### config.mk
export PLATFORM = sky130hd
export DESIGN_NAME = line_pixel_generator_unit_flat
export DESIGN_NICKNAME = d
export VERILOG_FILES = /design/src/rtl/lpg_pkg.sv /design/src/rtl/lpg_if.sv /design/src/rtl/lpg_in_reg.sv /design/src/rtl/lpg_setup.sv /design/src/rtl/lpg_core.sv /design/src/rtl/line_pixel_generator_unit.sv /design/src/flat_wrapper.sv
export VERILOG_INCLUDE_DIRS = /design/src /design/src/rtl
export SDC_FILE = /design/constraint.sdc
export NUM_CORES = 1
export LEC_CHECK = 0
export BUFFER_PORTS_ARGS = -buffer_cell sky130_fd_sc_hd__buf_2
export CAP_MARGIN = 20
export CORE_AREA = 3 3 139 141
export DETAILED_ROUTE_END_ITERATION = 10
export DIE_AREA = 0 0 142 144
export PLACE_DENSITY = 0.8
export SLEW_MARGIN = 20
export SYNTH_ARGS = -nofsm -noshare
export SYNTH_HDL_FRONTEND = slang
export SYNTH_HIERARCHICAL = 1
export SYNTH_SLANG_ARGS = --single-unit
### constraint.sdc
create_clock -name clock -period 22.8 [get_ports clock]
set_clock_uncertainty 0.2 [all_clocks]
set_input_delay 2.28 -clock clock [delete_from_list [all_inputs] [get_ports clock]]
set_output_delay 2.28 -clock clock [all_outputs]
set_load 0.1 [all_outputs]
### src/rtl/line_pixel_generator_unit_defines.svh
// ----------------------------------------------------------------------------
// Line pixel generator assertion macros
// Shared property shorthands, sampled on clock and disabled during reset.
// ----------------------------------------------------------------------------
`ifndef LINE_PIXEL_GENERATOR_UNIT_DEFINES_SVH
`define LINE_PIXEL_GENERATOR_UNIT_DEFINES_SVH

// The consequent must hold in the same cycle as the antecedent.
`define LPG_ASSERT_SAME(label, ante, cons, msg) \
   label: assert property (@(posedge clock) disable iff (reset) (ante) |-> (cons)) \
      else $error(msg);

// The consequent must hold in the cycle after the antecedent.
`define LPG_ASSERT_NEXT(label, ante, cons, msg) \
   label: assert property (@(posedge clock) disable iff (reset) (ante) |=> (cons)) \
      else $error(msg);

`endif

### src/rtl/lpg_pkg.sv
// ----------------------------------------------------------------------------
// Line pixel generator package
// Shared constants, operation codes and types of the line pixel generator.
// ----------------------------------------------------------------------------
`timescale 1ns / 1ps

package lpg_pkg;

   // Default coordinate width in bits.
   localparam int LPG_COORD_BITS = 12;

   // Item operation codes.
   localparam logic LPG_OP_LOAD = 1'b0;
   localparam logic LPG_OP_STEP = 1'b1;

   // Control of the item held in the input register.
   typedef struct packed {
      logic valid;
      logic op;
   } lpg_item_ctrl_type;

endpackage

### src/rtl/lpg_if.sv
// ----------------------------------------------------------------------------
// Line pixel generator channels
// Request and response valid/ready channels with their payload fields.
// ----------------------------------------------------------------------------
`timescale 1ns / 1ps

interface lpg_req_if
   import lpg_pkg::*;
#(
   parameter int COORD_BITS = LPG_COORD_BITS
);
   logic                         valid;
   logic                         ready;
   logic                         op;
   logic signed [COORD_BITS-1:0] start_x;
   logic signed [COORD_BITS-1:0] start_y;
   logic signed [COORD_BITS-1:0] end_x;
   logic signed [COORD_BITS-1:0] end_y;

   modport source (output valid, op, start_x, start_y, end_x, end_y, input ready);
   modport sink   (input valid, op, start_x, start_y, end_x, end_y, output ready);
endinterface

interface lpg_rsp_if
   import lpg_pkg::*;
#(
   parameter int COORD_BITS = LPG_COORD_BITS
);
   logic                         valid;
   logic                         ready;
   logic signed [COORD_BITS-1:0] pixel_x;
   logic signed [COORD_BITS-1:0] pixel_y;
   logic                         last;

   modport source (output valid, pixel_x, pixel_y, last, input ready);
   modport sink   (input valid, pixel_x, pixel_y, last, output ready);
endinterface

### src/rtl/lpg_in_reg.sv
// ----------------------------------------------------------------------------
// Line pixel generator input register
// Captures one request item and holds it until the core consumes it.
// ----------------------------------------------------------------------------
`timescale 1ns / 1ps

module lpg_in_reg
   import lpg_pkg::*;
#(
   parameter int COORD_BITS = LPG_COORD_BITS
) (
   input  logic                         clock,
   input  logic                         reset,
   lpg_req_if.sink                      req,
   input  logic                         advance,
   output lpg_item_ctrl_type            item_ctrl,
   output logic signed [COORD_BITS-1:0] item_start_x,
   output logic signed [COORD_BITS-1:0] item_start_y,
   output logic signed [COORD_BITS-1:0] item_end_x,
   output logic signed [COORD_BITS-1:0] item_end_y
);

   logic                         valid_ff, valid_in;
   logic                         op_ff;
   logic signed [COORD_BITS-1:0] start_x_ff, start_y_ff, end_x_ff, end_y_ff;
   logic                         take;

   // The register frees up in the same cycle its item moves on.
   assign req.ready = !valid_ff || advance;
   assign take      = req.valid && req.ready;

   always_comb begin
      valid_in = valid_ff;
      if (take) begin
         valid_in = 1'b1;
      end else if (advance) begin
         valid_in = 1'b0;
      end
   end

   always_ff @(posedge clock) begin
      if (reset) begin
         valid_ff <= 1'b0;
      end else begin
         valid_ff <= valid_in;
      end
      if (take) begin
         op_ff      <= req.op;
         start_x_ff <= req.start_x;
         start_y_ff <= req.start_y;
         end_x_ff   <= req.end_x;
         end_y_ff   <= req.end_y;
      end
   end

   assign item_ctrl.valid = valid_ff;
   assign item_ctrl.op    = op_ff;
   assign item_start_x    = start_x_ff;
   assign item_start_y    = start_y_ff;
   assign item_end_x      = end_x_ff;
   assign item_end_y      = end_y_ff;

endmodule

### src/rtl/lpg_setup.sv
// ----------------------------------------------------------------------------
// Line pixel generator setup
// Derives the octant, ordered endpoints and error terms of a new line.
// ----------------------------------------------------------------------------
`timescale 1ns / 1ps

module lpg_setup
   import lpg_pkg::*;
#(
   parameter int COORD_BITS = LPG_COORD_BITS
) (
   input  logic signed [COORD_BITS-1:0] start_x,
   input  logic signed [COORD_BITS-1:0] start_y,
   input  logic signed [COORD_BITS-1:0] end_x,
   input  logic signed [COORD_BITS-1:0] end_y,
   output logic                         steep,
   output logic signed [COORD_BITS-1:0] major_start,
   output logic signed [COORD_BITS-1:0] minor_start,
   output logic signed [COORD_BITS-1:0] major_end,
   output logic        [COORD_BITS:0]   error_inc,
   output logic        [COORD_BITS:0]   twice_major_span,
   output logic                         minor_dir_neg
);

   logic signed [COORD_BITS:0]   diff_x, diff_y;
   logic        [COORD_BITS-1:0] span_x, span_y, major_span, minor_span;
   logic signed [COORD_BITS-1:0] p0, p1, q0, q1, minor_end;
   logic                         swap;

   always_comb begin
      // Spans fit in COORD_BITS unsigned bits; the sign bit is dropped.
      diff_x = {start_x[COORD_BITS-1], start_x} - {end_x[COORD_BITS-1], end_x};
      diff_y = {start_y[COORD_BITS-1], start_y} - {end_y[COORD_BITS-1], end_y};
      span_x = diff_x[COORD_BITS] ? COORD_BITS'(-diff_x) : diff_x[COORD_BITS-1:0];
      span_y = diff_y[COORD_BITS] ? COORD_BITS'(-diff_y) : diff_y[COORD_BITS-1:0];

      // Equal spans keep x as the major axis.
      steep      = span_x < span_y;
      p0         = steep ? start_y : start_x;
      q0         = steep ? start_x : start_y;
      p1         = steep ? end_y   : end_x;
      q1         = steep ? end_x   : end_y;
      major_span = steep ? span_y  : span_x;
      minor_span = steep ? span_x  : span_y;

      swap          = p0 > p1;
      major_start   = swap ? p1 : p0;
      minor_start   = swap ? q1 : q0;
      major_end     = swap ? p0 : p1;
      minor_end     = swap ? q0 : q1;
      minor_dir_neg = !(minor_end > minor_start);

      error_inc        = {minor_span, 1'b0};
      twice_major_span = {major_span, 1'b0};
   end

endmodule

### src/rtl/lpg_core.sv
// ----------------------------------------------------------------------------
// Line pixel generator core
// Holds the line state, loads or steps it per item and registers the pixel.
// ----------------------------------------------------------------------------
`timescale 1ns / 1ps
`include "line_pixel_generator_unit_defines.svh"

module lpg_core
   import lpg_pkg::*;
#(
   parameter int COORD_BITS = LPG_COORD_BITS
) (
   input  logic                         clock,
   input  logic                         reset,
   input  lpg_item_ctrl_type            item_ctrl,
   input  logic signed [COORD_BITS-1:0] item_start_x,
   input  logic signed [COORD_BITS-1:0] item_start_y,
   input  logic signed [COORD_BITS-1:0] item_end_x,
   input  logic signed [COORD_BITS-1:0] item_end_y,
   output logic                         advance,
   lpg_rsp_if.source                    rsp
);

   // The error term stays within three major spans, plus a sign bit.
   localparam int ErrBits = COORD_BITS + 3;

   logic                         active_ff, active_in;
   logic                         steep_ff, steep_in;
   logic signed [COORD_BITS-1:0] major_pos_ff, major_pos_in;
   logic signed [COORD_BITS-1:0] minor_pos_ff, minor_pos_in;
   logic signed [COORD_BITS-1:0] major_end_ff, major_end_in;
   logic signed [ErrBits-1:0]    error_acc_ff, error_acc_in;
   logic        [COORD_BITS:0]   error_inc_ff, error_inc_in;
   logic        [COORD_BITS:0]   twice_major_span_ff, twice_major_span_in;
   logic                         minor_dir_neg_ff, minor_dir_neg_in;

   logic                         rsp_valid_ff, rsp_valid_in;
   logic signed [COORD_BITS-1:0] pixel_x_ff, pixel_y_ff;
   logic                         last_ff;

   logic                         set_steep, set_dir_neg;
   logic signed [COORD_BITS-1:0] set_major_start, set_minor_start, set_major_end;
   logic        [COORD_BITS:0]   set_error_inc, set_twice_span;

   logic                         out_free, is_step, emit, at_end, minor_move;
   logic signed [ErrBits-1:0]    acc_sum, half_span;

   lpg_setup #(
      .COORD_BITS (COORD_BITS)
   ) u_setup (
      .start_x          (item_start_x),
      .start_y          (item_start_y),
      .end_x            (item_end_x),
      .end_y            (item_end_y),
      .steep            (set_steep),
      .major_start      (set_major_start),
      .minor_start      (set_minor_start),
      .major_end        (set_major_end),
      .error_inc        (set_error_inc),
      .twice_major_span (set_twice_span),
      .minor_dir_neg    (set_dir_neg)
   );

   always_comb begin
      out_free   = !rsp_valid_ff || rsp.ready;
      advance    = item_ctrl.valid && out_free;
      is_step    = item_ctrl.op == LPG_OP_STEP;
      emit       = advance && is_step && active_ff;
      at_end     = major_pos_ff == major_end_ff;
      acc_sum    = error_acc_ff + $signed({2'b00, error_inc_ff});
      half_span  = $signed({3'b000, twice_major_span_ff[COORD_BITS:1]});
      minor_move = acc_sum > half_span;

      active_in           = active_ff;
      steep_in            = steep_ff;
      major_pos_in        = major_pos_ff;
      minor_pos_in        = minor_pos_ff;
      major_end_in        = major_end_ff;
      error_acc_in        = error_acc_ff;
      error_inc_in        = error_inc_ff;
      twice_major_span_in = twice_major_span_ff;
      minor_dir_neg_in    = minor_dir_neg_ff;

      if (advance && !is_step) begin
         active_in           = 1'b1;
         steep_in            = set_steep;
         major_pos_in        = set_major_start;
         minor_pos_in        = set_minor_start;
         major_end_in        = set_major_end;
         error_acc_in        = '0;
         error_inc_in        = set_error_inc;
         twice_major_span_in = set_twice_span;
         minor_dir_neg_in    = set_dir_neg;
      end else if (emit) begin
         if (at_end) begin
            active_in = 1'b0;
         end else begin
            major_pos_in = major_pos_ff + COORD_BITS'(1);
            if (minor_move) begin
               minor_pos_in = minor_dir_neg_ff ? minor_pos_ff - COORD_BITS'(1)
                                               : minor_pos_ff + COORD_BITS'(1);
               error_acc_in = acc_sum - $signed({2'b00, twice_major_span_ff});
            end else begin
               error_acc_in = acc_sum;
            end
         end
      end

      if (emit) begin
         rsp_valid_in = 1'b1;
      end else if (rsp.ready) begin
         rsp_valid_in = 1'b0;
      end else begin
         rsp_valid_in = rsp_valid_ff;
      end
   end

   always_ff @(posedge clock) begin
      if (reset) begin
         active_ff    <= 1'b0;
         rsp_valid_ff <= 1'b0;
      end else begin
         active_ff    <= active_in;
         rsp_valid_ff <= rsp_valid_in;
      end
      steep_ff            <= steep_in;
      major_pos_ff        <= major_pos_in;
      minor_pos_ff        <= minor_pos_in;
      major_end_ff        <= major_end_in;
      error_acc_ff        <= error_acc_in;
      error_inc_ff        <= error_inc_in;
      twice_major_span_ff <= twice_major_span_in;
      minor_dir_neg_ff    <= minor_dir_neg_in;
      if (emit) begin
         pixel_x_ff <= steep_ff ? minor_pos_ff : major_pos_ff;
         pixel_y_ff <= steep_ff ? major_pos_ff : minor_pos_ff;
         last_ff    <= at_end;
      end
   end

   assign rsp.valid   = rsp_valid_ff;
   assign rsp.pixel_x = pixel_x_ff;
   assign rsp.pixel_y = pixel_y_ff;
   assign rsp.last    = last_ff;

   `LPG_ASSERT_NEXT(a_load_activates, advance && !is_step, active_ff, "load did not start a line")
   `LPG_ASSERT_NEXT(a_last_ends_line, emit && at_end, !active_ff, "line open after last pixel")
   `LPG_ASSERT_NEXT(a_emit_shows, emit, rsp_valid_ff, "stepped pixel was not presented")
   `LPG_ASSERT_SAME(a_major_in_range, active_ff, major_pos_ff <= major_end_ff, "major past end")
   `LPG_ASSERT_SAME(a_error_bound, active_ff, error_acc_ff <= half_span, "error above half span")

endmodule

### src/rtl/line_pixel_generator_unit.sv
// ----------------------------------------------------------------------------
// Line pixel generator unit: a request passes the input register, then the
// pixel register. One item is taken every cycle while no pixel is held back;
// throughput is set by the single pass through the state update logic.
// Synchronous active-high reset idles the line and empties both registers.
// ----------------------------------------------------------------------------
`timescale 1ns / 1ps

module line_pixel_generator_unit
   import lpg_pkg::*;
#(
   parameter int COORD_BITS = LPG_COORD_BITS
) (
   input  logic      clock,
   input  logic      reset,
   lpg_req_if.sink   req,
   lpg_rsp_if.source rsp
);

   // The unit rasterizes lines with the integer Bresenham method. A request
   // transfer carries either a load, which sets up a new line from two
   // endpoints and replaces any line still in progress, or a step, which
   // produces the next pixel of the active line. A step with no active line
   // produces nothing.

   // Control of the item waiting in the input register.
   lpg_item_ctrl_type            item_ctrl;
   logic signed [COORD_BITS-1:0] item_start_x;
   logic signed [COORD_BITS-1:0] item_start_y;
   logic signed [COORD_BITS-1:0] item_end_x;
   logic signed [COORD_BITS-1:0] item_end_y;

   // High when the core consumes the held item in this cycle.
   logic                         advance;

   // The input register takes a new transfer in the same cycle the held item
   // moves into the core, so requests stream at one per clock unless stalled.
   lpg_in_reg #(
      .COORD_BITS (COORD_BITS)
   ) u_in_reg (
      .clock        (clock),
      .reset        (reset),
      .req          (req),
      .advance      (advance),
      .item_ctrl    (item_ctrl),
      .item_start_x (item_start_x),
      .item_start_y (item_start_y),
      .item_end_x   (item_end_x),
      .item_end_y   (item_end_y)
   );

   // The core reads and updates the line state in one pass and registers the
   // pixel. It consumes an item whenever the response register is empty or
   // is being emptied, so a pixel that leaves in the same cycle does not stop
   // a new transfer. A pixel that is still waiting holds the item in place.
   lpg_core #(
      .COORD_BITS (COORD_BITS)
   ) u_core (
      .clock        (clock),
      .reset        (reset),
      .item_ctrl    (item_ctrl),
      .item_start_x (item_start_x),
      .item_start_y (item_start_y),
      .item_end_x   (item_end_x),
      .item_end_y   (item_end_y),
      .advance      (advance),
      .rsp          (rsp)
   );

endmodule

### src/flat_wrapper.sv
// flat-port wrapper written by rule: the top's interface ports become plain ports
module line_pixel_generator_unit_flat import lpg_pkg::*;
#(
   parameter int COORD_BITS = LPG_COORD_BITS
)
  (clock, reset, req_valid, req_op, req_start_x, req_start_y, req_end_x, req_end_y, req_ready, rsp_valid, rsp_pixel_x, rsp_pixel_y, rsp_last, rsp_ready);
  lpg_req_if #(.COORD_BITS(COORD_BITS)) req_i ();
  lpg_rsp_if #(.COORD_BITS(COORD_BITS)) rsp_i ();
  input  logic clock;
  input  logic reset;
  input wire logic [$bits(req_i.valid)-1:0] req_valid;
  input wire logic [$bits(req_i.op)-1:0] req_op;
  input wire logic [$bits(req_i.start_x)-1:0] req_start_x;
  input wire logic [$bits(req_i.start_y)-1:0] req_start_y;
  input wire logic [$bits(req_i.end_x)-1:0] req_end_x;
  input wire logic [$bits(req_i.end_y)-1:0] req_end_y;
  output wire logic [$bits(req_i.ready)-1:0] req_ready;
  output wire logic [$bits(rsp_i.valid)-1:0] rsp_valid;
  output wire logic [$bits(rsp_i.pixel_x)-1:0] rsp_pixel_x;
  output wire logic [$bits(rsp_i.pixel_y)-1:0] rsp_pixel_y;
  output wire logic [$bits(rsp_i.last)-1:0] rsp_last;
  input wire logic [$bits(rsp_i.ready)-1:0] rsp_ready;
  assign req_i.valid = req_valid;
  assign req_i.op = req_op;
  assign req_i.start_x = req_start_x;
  assign req_i.start_y = req_start_y;
  assign req_i.end_x = req_end_x;
  assign req_i.end_y = req_end_y;
  assign req_ready = req_i.ready;
  assign rsp_valid = rsp_i.valid;
  assign rsp_pixel_x = rsp_i.pixel_x;
  assign rsp_pixel_y = rsp_i.pixel_y;
  assign rsp_last = rsp_i.last;
  assign rsp_i.ready = rsp_ready;
  line_pixel_generator_unit #(.COORD_BITS(COORD_BITS)) u_core (.clock(clock), .reset(reset), .req(req_i), .rsp(rsp_i));
endmodule
Word-level counts from Yosys, hierarchy flattened
Cells that the tools add are included.
{"block": "word_totals", "register_bits": 154, "latchBits": 0, "ramBits": 0, "rom_bits": 0, "inputBits": 53, "out_inout_bits": 27, "word_cells": 85, "n_memories": 0}
{"block": "classes", "addsub": 9, "multipliers": 0, "div_mod_pow": 0, "order_cmp": 4, "n_eq_ne": 2, "n_shift": 0, "muxes": 30, "bitwise": 1, "reduce_logical": 20}
{"operator": "12-bit 2-to-1 mux", "n": 22}
{"operator": "12-bit by 12-bit subtractor with 13-bit output", "n": 2}
{"operator": "12-bit by 2-bit adder with 12-bit output (second input constant)", "n": 2}
{"operator": "12-bit greater-than comparator", "n": 2}
{"operator": "12-bit negator", "n": 2}
{"operator": "15-bit by 14-bit adder with 15-bit output", "n": 1}
{"operator": "15-bit by 13-bit greater-than comparator with 1-bit output", "n": 1}
{"operator": "15-bit 2-to-1 mux", "n": 1}
{"operator": "15-bit by 14-bit subtractor with 15-bit output", "n": 1}
{"operator": "12-bit == test", "n": 1}
{"operator": "12-bit < comparator", "n": 1}
{"operator": "12-bit by 2-bit subtractor with 12-bit output (second input constant)", "n": 1}
{"operator": "2-bit nonzero test", "n": 5}
{"operator": "1-bit 2-to-1 mux", "n": 7}
{"operator": "2-bit AND reduction", "n": 3}
{"operator": "1-bit logical AND", "n": 5}
{"operator": "1-bit logical NOT", "n": 4}
{"operator": "3-bit AND reduction", "n": 1}
{"operator": "1-bit logical OR", "n": 2}
{"operator": "2-bit by 1-bit inequality test with 1-bit output (second input constant)", "n": 1}
{"operator": "1-bit NOT", "n": 1}

Longest topological paths before layout
{"block": "depth", "ltp_word": 9, "ltp_mapped": 45, "depth_no_buf": 40}

Modules after synthesis
Netlist, hierarchy kept.
{"mod": "lpg_core", "n_inst": 1, "cells_per_inst": 566, "area_each_um2": 6274.8, "seq_area_each_um2": 3012.9}
{"mod": "lpg_setup", "n_inst": 1, "cells_per_inst": 498, "area_each_um2": 3965.1, "seq_area_each_um2": 0.0}
{"mod": "lpg_in_reg", "n_inst": 1, "cells_per_inst": 56, "area_each_um2": 1541.5, "seq_area_each_um2": 1491.4}

Worst setup path before layout
OpenSTA, ideal clock, no wires.
{"block": "synth_path", "path_type": "register to register", "from": "reg u_core.u_in_reg.end_x_ff[0], in the netlist u_core/u_in_reg/item_end_x[0]", "to": "reg u_core.u_core.minor_dir_neg_ff, data pin", "setup_time_ps": 152, "arrival_time_ps": 7908, "t_required_ps": 22448, "slack_ps": 14540, "stages_incl_launch_ff": 44, "n_path_buf": 4, "period_less_slack_ps": 8260, "path_cell_list": "edfxtp_1 > ha_1 > fa_1 > nand2b_1 > a21oi_1 > o2bb2ai_2 > o21a_1 > a31oi_1 > buf_2 > nor2_1 > xor2_1 > inv_1 > ha_1 > a21oi_1 > a21boi_1 > a2111oi_0 > o21ai_1 > a31o_1 > [... 8 more ...] > o21ai_1 > nand2b_1 > a21oi_1 > o21ai_1 > a311o_1 > a31oi_2 > buf_2 > mux2_2 > ha_1 > nor2b_1 > o21ai_0 > nand2b_1 > a21oi_1 > o21ai_0 > a211o_1 > o211ai_1 > a22oi_1 > a31oi_1"}
{"block": "synth_between", "elab_chain_cells": 9, "word_cells_on_any_way": 13, "classes_between": "2 x add/sub; 3 x order compare; 7 x mux; 1 x reduce/logical"}
{"element": "from (decl)", "line_no": "lpg_in_reg.sv:25", "source": "logic signed [COORD_BITS-1:0] start_x_ff, start_y_ff, end_x_ff, end_y_ff;"}
{"element": "from (signal assigned)", "line_no": "lpg_in_reg.sv:51", "source": "end_x_ff <= req.end_x;"}
{"element": "12-bit by 12-bit subtractor with 13-bit output", "line_no": "lpg_setup.sv:32", "source": "diff_x = {start_x[COORD_BITS-1], start_x} - {end_x[COORD_BITS-1], end_x};"}
{"element": "12-bit negator", "line_no": "lpg_setup.sv:34", "source": "span_x = diff_x[COORD_BITS] ? COORD_BITS'(-diff_x) : diff_x[COORD_BITS-1:0];"}
{"element": "12-bit 2-to-1 mux", "line_no": "lpg_setup.sv:34"}
{"element": "12-bit < comparator", "line_no": "lpg_setup.sv:38", "source": "steep = span_x < span_y;"}
{"element": "12-bit 2-to-1 mux (on tied branches)", "line_no": "lpg_setup.sv:39, lpg_setup.sv:41"}
{"element": "12-bit greater-than comparator", "line_no": "lpg_setup.sv:46", "source": "swap = p0 > p1;"}
{"element": "12-bit 2-to-1 mux (on tied branches)", "line_no": "lpg_setup.sv:50, lpg_setup.sv:48"}
{"element": "12-bit greater-than comparator *", "line_no": "lpg_setup.sv:51", "source": "minor_dir_neg = !(minor_end > minor_start);"}
{"element": "1-bit logical NOT *", "line_no": "lpg_setup.sv:51"}
{"element": "net u_core.u_core.set_dir_neg", "line_no": "lpg_core.sv:41", "source": "logic set_steep, set_dir_neg;"}
{"element": "to (signal assigned)", "line_no": "lpg_core.sv:133", "source": "minor_dir_neg_ff <= minor_dir_neg_in;"}
{"element": "to (decl)", "line_no": "lpg_core.sv:35", "source": "logic minor_dir_neg_ff, minor_dir_neg_in;"}
The timed path passes the listed nets; every way through them passes the cells marked *.
A chain may end at the register's enable or synchronous reset.

Worst setup path after layout
{"block": "layout_path", "from": "reg u_core.u_in_reg.end_y_ff[0], in the netlist u_core/u_in_reg/item_end_y[0]", "to": "reg u_core.u_core.minor_dir_neg_ff, data pin"}
{"block": "layout_between", "elab_chain_cells": 9, "word_cells_on_any_way": 13, "classes_between": "2 x add/sub; 3 x order compare; 7 x mux; 1 x reduce/logical"}
{"element": "from (decl)", "line_no": "lpg_in_reg.sv:25"}
{"element": "from (signal assigned)", "line_no": "lpg_in_reg.sv:52", "source": "end_y_ff <= req.end_y;"}
{"element": "12-bit by 12-bit subtractor with 13-bit output", "line_no": "lpg_setup.sv:33", "source": "diff_y = {start_y[COORD_BITS-1], start_y} - {end_y[COORD_BITS-1], end_y};"}
{"element": "12-bit negator", "line_no": "lpg_setup.sv:35", "source": "span_y = diff_y[COORD_BITS] ? COORD_BITS'(-diff_y) : diff_y[COORD_BITS-1:0];"}
{"element": "12-bit 2-to-1 mux", "line_no": "lpg_setup.sv:35"}
{"element": "12-bit < comparator", "line_no": "lpg_setup.sv:38"}
{"element": "12-bit 2-to-1 mux (on tied branches)", "line_no": "lpg_setup.sv:39, lpg_setup.sv:41"}
{"element": "12-bit greater-than comparator", "line_no": "lpg_setup.sv:46"}
{"element": "12-bit 2-to-1 mux (on tied branches)", "line_no": "lpg_setup.sv:50, lpg_setup.sv:48"}
{"element": "12-bit greater-than comparator *", "line_no": "lpg_setup.sv:51"}
{"element": "1-bit logical NOT *", "line_no": "lpg_setup.sv:51"}
{"element": "net u_core.u_core.set_dir_neg", "line_no": "lpg_core.sv:41"}
Marks and branches as above.

==> metrics list <==
* Result of the run: complete, no violations
- Post-DRT Antenna Nets: 0
* Total vias in the final route: 8640
- Synthesis handed over a netlist of 1120 instances.
- CP Max Fanout: 59
* Commonest cells after routing, fill and taps aside: sky130_fd_sc_hd__edfxtp_1, sky130_fd_sc_hd__mux2i_1, sky130_fd_sc_hd__ha_1, sky130_fd_sc_hd__inv_1, sky130_fd_sc_hd__buf_2
- During I/O placement, the number of pins put on the boundary was 80.
- Highest metal used: met4
- In the routed layout, each cell is associated on average with a via count of 6.05.
- Post-layout total power: 1.77 mW
* Clock transition time at the flip-flop clock pins of the worst setup and hold paths: 70 ps
- TNS Setup: 0 ps
- Die Outline Area: 20400 um2
* Worst min-delay path class: register to register
- Row generation in the floorplan step produced 49 rows.
* Synth cell types: 90
- The tool flagged a number of max-cap violations equal to 0.
* DR iter-0 viols: 655
* WP data arrival: 9720 ps
- Count of cells along the worst register-to-register path: 40
* Final Setup Violations: 0
- Max rail drop VDD: 0.0906 mV
* Count of flip-flops with a built-in enable after synthesis: 138
* Count of fill cells added during filler insertion: 1341
* Wire length of the first global-routing pass: 42200 um
* Yosys warns: 6
- STA classifies the critical path endpoint as a register.
* Clock Root Buffer: sky130_fd_sc_hd__clkbuf_16
- Critical setup path kind: register to register
* Slew margin rel.: 0.357
- For hold timing, the worst endpoint is u_core/u_core/error_acc_ff[0].
- The largest individual stage delay along the critical path comes from the cell sky130_fd_sc_hd__buf_4.
* Period utilisation layout: 0.423
* Detailed placement HPWL: 20200 um
- Final design utilization: 0.714
- Clock Latency Late Sink: 430 ps
* Diode insertion count for antenna repair: 0
- For the pin with the worst max-slew slack, the measured transition is 963 ps.
- Crit Reg-Reg Startpoint: u_core/u_in_reg/item_end_y[0]
- The startpoint identified for the worst hold timing path is u_core/u_core/error_acc_ff[0].
* Layout cells sized above 1: 0.163
- Met2 routed wirelength: 12100 um
- Gates resized during post-CTS repair numbered 0.
- Vias in the first global route: 8320
* Async set-or-reset flop fraction in the synthesized netlist: 0
* Inserted Clock Buffers: 17
- Largest reg by FF count: u_core/u_core/error_acc_ff
- For this run, the register share of the synthesized area comes to 0.382.
- After detailed routing, the average wire length per cell comes to 18.4 um.
- Non-Filler Cell Area, Final: 12900 um2
- Measured along the x axis, the die boundary spans 142 um.
* Maximum number of pins on one net before global-route repair: 72
- For this design, the CTS-stage hold fixing added 0 buffers.
- The clock passes through at most 2 buffers.
- Post-Synthesis Cell Area: 11800 um2
- Dividing total power by cell area gives a power density of 137 nW/um2.
- Largest stage delay on the critical path: 700 ps
- Number of register bits inferred by synthesis: 156
* Total routing usage reported by global routing: 0.262
- Crit path required time: 22880 ps
- Wire length on met1: 12100 um
- Effective utilization at floorplan: 0.651
- Relative to the synthesized area, the layout overhead comes to 9.58%.
- In this run the vertical extent of the chip is 144 um.
- CTS built an H-tree with a depth of 4.
- The core region is 18100 um2.
- Dividing the synthesized area by the synthesized cell count gives 10.5 um2.
- For this run, design rule violations remaining after detail routing come to 0.
- Startpoint types: register
- IO buf count: 79
- Registers with the most flip-flops: u_core/u_core/error_acc_ff x15, u_core/u_core/error_inc_ff x13, u_core/u_core/twice_major_span_ff x13
* Post-layout minimum cycle time: 9630 ps
- Along the worst hold path, the cell count comes to 2.
- Reg2reg end: u_core/u_core/minor_dir_neg_ff
- Commonest register cell after synthesis: sky130_fd_sc_hd__edfxtp_1
- TritonCTS clock tree: yes
- Once placement finished, the instance area stood at 12300 um2.
- Count of final max-slew check failures: 0
* Most common cell after layout, fill and taps aside: sky130_fd_sc_hd__edfxtp_1
- Leakage power: 5.56 nW
- The register with the most flip-flops in the layout has 15 of them.
- Setup Slack @ Placement: 13400 ps
- The total overflow left after global routing is 0.
- Peak clock frequency supported by timing: 104 MHz
- Post-CTS setup-driven buffer insertion count: 0
* Final setup margin: 13170 ps
- Worst setup slack for register-to-register paths: 13170 ps
* Global placement routability congestion: 0.918
- The routed design uses 1280 um of met3 wire.
* Number of failing hold endpoints at the final stage: 0
- The first detailed-routing pass ran for 5 iterations.
- Wires add up to 26200 um.
- Antenna violations before repair: 0
- Setup repair after global routing left no endpoint under its margin.
- The tree built by TritonCTS fans out to 156 sinks.
- At the end of the flow, the number of nets in the layout was 1353.
==> critical path: cells and delay by family (launching register included) <==
kind	cells	cell delay [ps]
flops	1	430
xor+xnor	1	230
mux	2	720
compound gates	23	4560
buf+inv	3	1090
fa+ha+maj	5	1550
simple gates	6	670
==> synthesized netlist by cell type (all sizes together), types with 15 or more instances <==
library cell	n	share of area
ha	110	0.12
nor2	63	0.021
dfxtp	18	0.031
xnor2	38	0.029
mux2i	120	0.10
a21oi	75	0.034
xor2	45	0.035
nand2b	15	0.0086
inv	84	0.027
nor3	15	0.0064
buf	25	0.017
mux2	35	0.034
nand2	64	0.021
edfxtp	138	0.35
nand3	35	0.016
o21ai	62	0.027
==> cell families (layout without fill, tap and decap cells) <==
kind of cell,after synthesis,in the layout,synth area share
and+or+nand+nor,255,255,0.112
AOI/OAI and AO/OA,232,232,0.132
DFF,156,156,0.382
muxes,155,155,0.136
buffers and inverters,123,200,0.0492
adders and majority gates,115,115,0.125
xor gates and xnor gates,83,83,0.0636
other,1,2,0.000318
==> final cells by class <==
type | count | area, um2 | area share
multi-input cells | 842 | 6730 | 0.521
flip-flops and latches | 156 | 4500 | 0.349
repair buffers | 84 | 433 | 0.0335
clock buffers | 18 | 429 | 0.0332
inverters | 84 | 323 | 0.0250
well taps | 229 | 287 | 0.0222
clock inverters | 14 | 209 | 0.0162
==> power breakdown <==
group          switching [mW]  total (mW)  leakage [nW]  internal [mW]
clock                   0.122       0.308         0.314          0.186
sequential             0.0289       0.408          1.44          0.379
combinational           0.589        1.05          3.81          0.462
==> metal layers <==
layer	vias to the layer above	global-route usage
met5	-	0
met4	0	0.0939
met3	44	0.0433
met2	235	0.421
met1	4102	0.360
li1	4259	-
==> worst max path at each step <==
stage,startpoint,to,depth (start not counted)
floorplan,u_core/u_in_reg/item_end_x[0],u_core/u_core/minor_dir_neg_ff,43
global placement,u_core/u_in_reg/item_end_x[0],u_core/u_core/minor_dir_neg_ff,42
detailed placement,u_core/u_in_reg/item_start_x[0],u_core/u_core/minor_dir_neg_ff,43
CTS,u_core/u_in_reg/item_end_y[0],u_core/u_core/minor_dir_neg_ff,40
global route,u_core/u_in_reg/item_start_x[0],u_core/u_core/minor_dir_neg_ff,43
finish,u_core/u_in_reg/item_end_y[0],u_core/u_core/minor_dir_neg_ff,40
==> stage by stage <==
stage / hold WS, ps / cells
floorplan: 244 / 1121
global placement: 255 / 1395
detailed placement: 270 / 1395
CTS: 279 / 1427
global route: 304 / 1427
finish: 276 / 1427
No activity file was read; power rests on OpenSTA's default activity.
